`src/rtl/ssca_pkg.sv`:
```
`timescale 1ns / 1ps
// ----------------------------------------------------------------------------
// ssca_pkg: shared types and constants of the slab size-class allocator
// Status codes, class limits and the controller-to-datapath command word.
// ----------------------------------------------------------------------------
package ssca_pkg;

	localparam int NUM_CLASSES = 9;
	localparam int MIN_OBJ     = 8;
	localparam int MAX_OBJ     = 2048;
	localparam int LINK_BYTES  = 4;

	localparam logic [2:0] ST_OK        = 3'd0;
	localparam logic [2:0] ST_FALLBACK  = 3'd1;
	localparam logic [2:0] ST_NO_SLAB   = 3'd2;
	localparam logic [2:0] ST_BAD_SIZE  = 3'd3;
	localparam logic [2:0] ST_NOT_FOUND = 3'd4;

	// Controller commands to the datapath.
	typedef struct packed {
		logic load;      // capture request word
		logic open_slab; // open the slab: write head/count/colour
		logic chain_wr;  // write one chain link
		logic scan_rd;   // evaluate current scanned slab
		logic link_rd;   // latch the object address of the hit
		logic pop;       // commit pop with link data
		logic push;      // commit push
		logic done;      // result ready to register
	} ssca_cmd_t;

	// Datapath status to the controller.
	typedef struct packed {
		logic       is_free;
		logic       addr_zero;
		logic       size_fallback;
		logic       size_bad;
		logic       class_empty;
		logic       no_slab;
		logic       chain_last;
		logic       scan_end;
		logic       scan_hit;
		logic       push_ok;
	} ssca_stat_t;

	// Smallest class whose object holds the size; NUM_CLASSES if none.
	function automatic logic [3:0] class_of(input logic [15:0] sz);
		logic [3:0] c;
		c = 4'(NUM_CLASSES);
		for (int i = NUM_CLASSES - 1; i >= 0; i--)
			if (sz <= 16'(MIN_OBJ << i)) c = 4'(i);
		return c;
	endfunction

endpackage

```
`src/rtl/ssca_ctrl.sv`:
```
`timescale 1ns / 1ps
// ----------------------------------------------------------------------------
// ssca_ctrl: request sequencer
// Steps through decode, chaining and slab open, scan and commit per request.
// ----------------------------------------------------------------------------
module ssca_ctrl (
	input  logic                 clk,
	input  logic                 arst_n,
	input  logic                 in_valid,
	output logic                 in_stall,
	input  logic                 out_full,
	input  ssca_pkg::ssca_stat_t stat,
	output ssca_pkg::ssca_cmd_t  cmd
);
	localparam logic [2:0] S_IDLE  = 3'd0;
	localparam logic [2:0] S_DEC   = 3'd1;
	localparam logic [2:0] S_CHAIN = 3'd2;
	localparam logic [2:0] S_SCAN  = 3'd3;
	localparam logic [2:0] S_LINK  = 3'd4;
	localparam logic [2:0] S_POP   = 3'd5;
	localparam logic [2:0] S_CLS   = 3'd6;
	localparam logic [2:0] S_FETCH = 3'd7;

	logic [2:0] state_q, state_d;

	assign in_stall = (state_q != S_IDLE);

	// next state and commands
	always_comb begin
		state_d = state_q;
		cmd     = '0;
		unique case (state_q)
			S_IDLE: begin
				if (in_valid) begin
					cmd.load = 1'b1;
					state_d  = S_CLS;
				end
			end
			S_CLS: state_d = S_DEC;
			S_DEC: begin
				if (!out_full) begin
					if (!stat.is_free) begin
						if (stat.size_fallback) begin
							cmd.done = 1'b1;
							state_d  = S_IDLE;
						end else if (stat.class_empty) begin
							if (stat.no_slab) begin
								cmd.done = 1'b1;
								state_d  = S_IDLE;
							end else state_d = S_CHAIN;
						end else state_d = S_SCAN;
					end else if (stat.addr_zero || stat.size_bad) begin
						cmd.done = 1'b1;
						state_d  = S_IDLE;
					end else state_d = S_SCAN;
				end
			end
			S_CHAIN: begin
				cmd.chain_wr = 1'b1;
				if (stat.chain_last) begin
					cmd.open_slab = 1'b1;
					state_d = S_FETCH;
				end
			end
			// reread the first slot word after the slab open
			S_FETCH: state_d = S_SCAN;
			S_SCAN: begin
				if (stat.scan_end) begin
					cmd.done = 1'b1;
					state_d  = S_IDLE;
				end else begin
					cmd.scan_rd = 1'b1;
					if (stat.scan_hit) begin
						if (stat.is_free) begin
							cmd.done = 1'b1;
							cmd.push = stat.push_ok;
							state_d  = S_IDLE;
						end else begin
							cmd.link_rd = 1'b1;
							state_d = S_LINK;
						end
					end
				end
			end
			S_LINK: state_d = S_POP;
			S_POP: begin
				cmd.pop  = 1'b1;
				cmd.done = 1'b1;
				state_d  = S_IDLE;
			end
			default: state_d = S_IDLE;
		endcase
	end

	always_ff @(posedge clk or negedge arst_n) begin
		if (!arst_n) state_q <= S_IDLE;
		else state_q <= state_d;
	end
endmodule

```
`config.mk`:
```
export PLATFORM = sky130hd
export DESIGN_NAME = ssca_ctrl
export DESIGN_NICKNAME = d
export VERILOG_FILES = /design/src/rtl/ssca_pkg.sv /design/src/rtl/ssca_ctrl.sv
export SDC_FILE = /design/constraint.sdc
export NUM_CORES = 1
export LEC_CHECK = 0
export BUFFER_PORTS_ARGS = -buffer_cell sky130_fd_sc_hd__buf_2
export CAP_MARGIN = 20
export CORE_AREA = 2 2 39 41
export CTS_BUF_LIST = sky130_fd_sc_hd__clkbuf_16
export DETAILED_ROUTE_END_ITERATION = 12
export DIE_AREA = 0 0 41 43
export PLACE_DENSITY_LB_ADDON = 0.2
export SYNTH_ARGS = -nofsm -noshare
export SYNTH_HDL_FRONTEND = slang
export SYNTH_SLANG_ARGS = --single-unit
```
`constraint.sdc`:
```
create_clock -name clk -period 2.1 [get_ports clk]
set_input_delay 0.315 -clock clk [delete_from_list [all_inputs] [get_ports clk]]
set_output_delay 0.315 -clock clk [all_outputs]
set_load 0.01 [all_outputs]
```
==> impl_metrics.ini <==
[clock_tree]
postCtsSetupRepairBufs = 0
clockBufferDepth = 2
clk_pin_slew_ns = 0.03
numCtsBuffers = 3
cts.sinks = 3
root_buffer = clkbuf_16
worst_skew_pair.late_latency_ns = 0.22
cts_resized = 0
cts_tree = yes
cts-htree-levels = 1

[power_and_ir_drop]
ir_worst_vdd_uv = 728
comb_power_share_pct = 40.2
pwr-share-clk_pct = 38.6
power_density_nw_per_um2 = 1440
power.net_switching_uw = 279
cell_internal_pwr_uw = 489
pwr-share-seq_pct = 21.3
switching_share_pct = 36.3
p_leak_uw = 0.000266

[run]
drv_cap = 0

[drt]
vias = 403
wirelength_microns = 867
drc = 0
ant_nets = 0
firstDrtPassIters = 4
drt_iter0_drc = 5
wl_per_cell_microns = 10.2
detail_route.vias_per_cell = 4.74

[die]
die_x_microns = 41
die_h_microns = 43
die_area_sq_um = 1760
pin_count = 23
core_sq_um = 1380
rows = 14
initial_core_util_pct = 24.1

[sta]
fin_worst_skew_ns = 0.00122
layout_min_cycle_time_ns = 1.74
relSlewSlack_pct = 74.2
finalMaxSlewViolations = 0
fin_crit_sh_pct = 82.7
timing_hold_violations_final = 0
tightest_slew_ns = 0.387
setup_tns_ns = 0
fmaxAchievable_ghz = 0.576
rsz0062_at_grt = false
finalSetupViolCount = 0

[logic_synthesis]
synth_nets = 58
syn_area_per_cell_sq_um = 7.59
synth_cells = 44
ys_warn_count = 0
synth_top_area_share_pct = 22.5
ys_seq_elements = 3
ys_top_cells_by_area = dfrtp_1 (22%), nor2_1 (7.9%), nor3_1 (6.0%)
seq_area_frac_synth_pct = 22.5
synth_top_area_cell = dfrtp_1
synth.most_common_cell = nor2_1
synth-edff-count = 0
syn_area_sq_um = 334
synthDistinctLibCells = 27
synthArstFlopShare_pct = 100
yosys-top-cells-count = nor2_1 (7), nor3_1 (4), a21oi_1 (3), dfrtp_1 (3), nand2_1 (3)
synth_flop_cell = dfrtp_1

[setup_path]
path_class = register to output pin
critPathMaxFanout = 10
startpoint_type = register
cp_data_required_time_ns = 1.78
critical_path_arrival_ns = 1.42
endpoint_kind = output pin

[global_route]
antenna_found_initial = 0
grt_pass1_vias = 368
grt_usage_pct = 11.9
grt_pass1_wl_mm = 1.41
overflow = 0
grt_max_degree = 11

[final_layout]
reg.largest.list = state_q (3)
regArea_sq_um = 75.1
finish.utilization_pct = 38.6
fillerInstances = 143
final_area_sq_um = 534
multi_input_area_sq_um = 229
largest_reg_flops = 3
area_growth_pct = 59.9
nets = 84
top_register = state_q
drive_gt1_share_pct = 42.0
antennaDiodeCount = 0

[worst_hold_path]
hold_class = input port to register

[place]
place_hpwl_microns = 666
routabilityCongestion = 0.714
post_dp_cell_area_sq_um = 445
portBuffers = 22

[status]
status = complete, no violations
## area by class of cell
cell class / instances / share of cell area, %
multi-input combinational: 36 / 42.9
timing repair buffer: 23 / 22.5
sequential: 3 / 14.1
clock buffer: 3 / 14.1
tap: 16 / 3.75
inverter: 3 / 2.11
clock inverter: 1 / 0.703
## through the flow
stage          hold slack (ns)  worst slack (ns)  power (uW)  instances
2_1_floorplan           0.0194             0.520         398         44
3_3_place_gp             0.112             0.563         478         80
3_5_place_dp             0.116             0.533         475         80
4_1_cts                  0.388             0.351         780         85
5_1_grt                  0.402             0.205         829         85
6_report                 0.382             0.364         768         85
## worst max-delay path: stages (launching register included)
cell	delay, ns
dfrtp_1	0.56
nand2b_4	0.11
nor3_1	0.20
nand2_1	0.10
nor2_1	0.10
buf_2	0.13
## worst paths after layout
| kind | from | endpoint | slack (ns) | depth (start not counted) |
|---|---|---|---|---|
| setup / recovery | state_q[1] | cmd[1] | 0.36 | 5 |
| hold / removal | in_valid | state_q[2] | 0.38 | 3 |
| setup reg to reg | state_q[1] | state_q[0] | 0.81 | 4 |
| hold reg to reg | state_q[2] | state_q[1] | 0.66 | 1 |
| max in group asynchronous | arst_n | state_q[2] | 1.57 | 2 |
| min in group asynchronous | arst_n | state_q[1] | 0.42 | 2 |
## kinds of logic after synthesis
| logic type | count (synthesis) | share of synthesized area, % |
|---|---|---|
| multiplexers | 1 | 3.00 |
| AO/OA/AOI/OAI | 11 | 24.0 |
| buffers and inverters | 5 | 8.99 |
| flip-flops | 3 | 22.5 |
| AND/OR/NAND/NOR | 24 | 41.6 |
## what timing repair did
item	4_1_cts	5_1_grt
hold buffers	1	0
hold endpoints to repair	3	0
endpoints found under the setup margin	0	0
## layer usage
metal	wire length (microns)	global-route usage (%)	up-vias	share of wire [%]
met5	0	0	-	0
met1	401	14.1	175	46
met2	371	18.8	19	43
met4	0	2.00	0	0
met3	93	6.28	0	11
li1	-	-	209	-
## power groups by stage
stage	registers, uW	logic [uW]	clock network [uW]
floorplan	108	290	0
CTS	164	313	302
finish	163	308	296
global placement	168	310	0
detailed placement	165	310	0
global route	176	347	306
## cell usage in the layout, fill, tap and decap left out
cell and instances:
dfrtp_1 3, nand3b_1 1, nor2_1 7, buf_2 22
nand2_1 3, o21a_1 1, inv_1 3, mux2i_1 1
nor4b_1 1, nand2b_4 1, or2_1 1, o32ai_1 1
o21ai_0 2, nor3_1 4, dlygate4sd3_1 1, a211oi_1 1
a221oi_2 1, a21oi_1 3, inv_2 1, a2bb2oi_1 1
nand2b_1 1, nor2b_1 1, nor3b_2 1, and2b_1 1
or3_1 1, o211ai_1 1, nor4_1 1, clkbuf_16 3
Power figures use the tool's default switching activity.
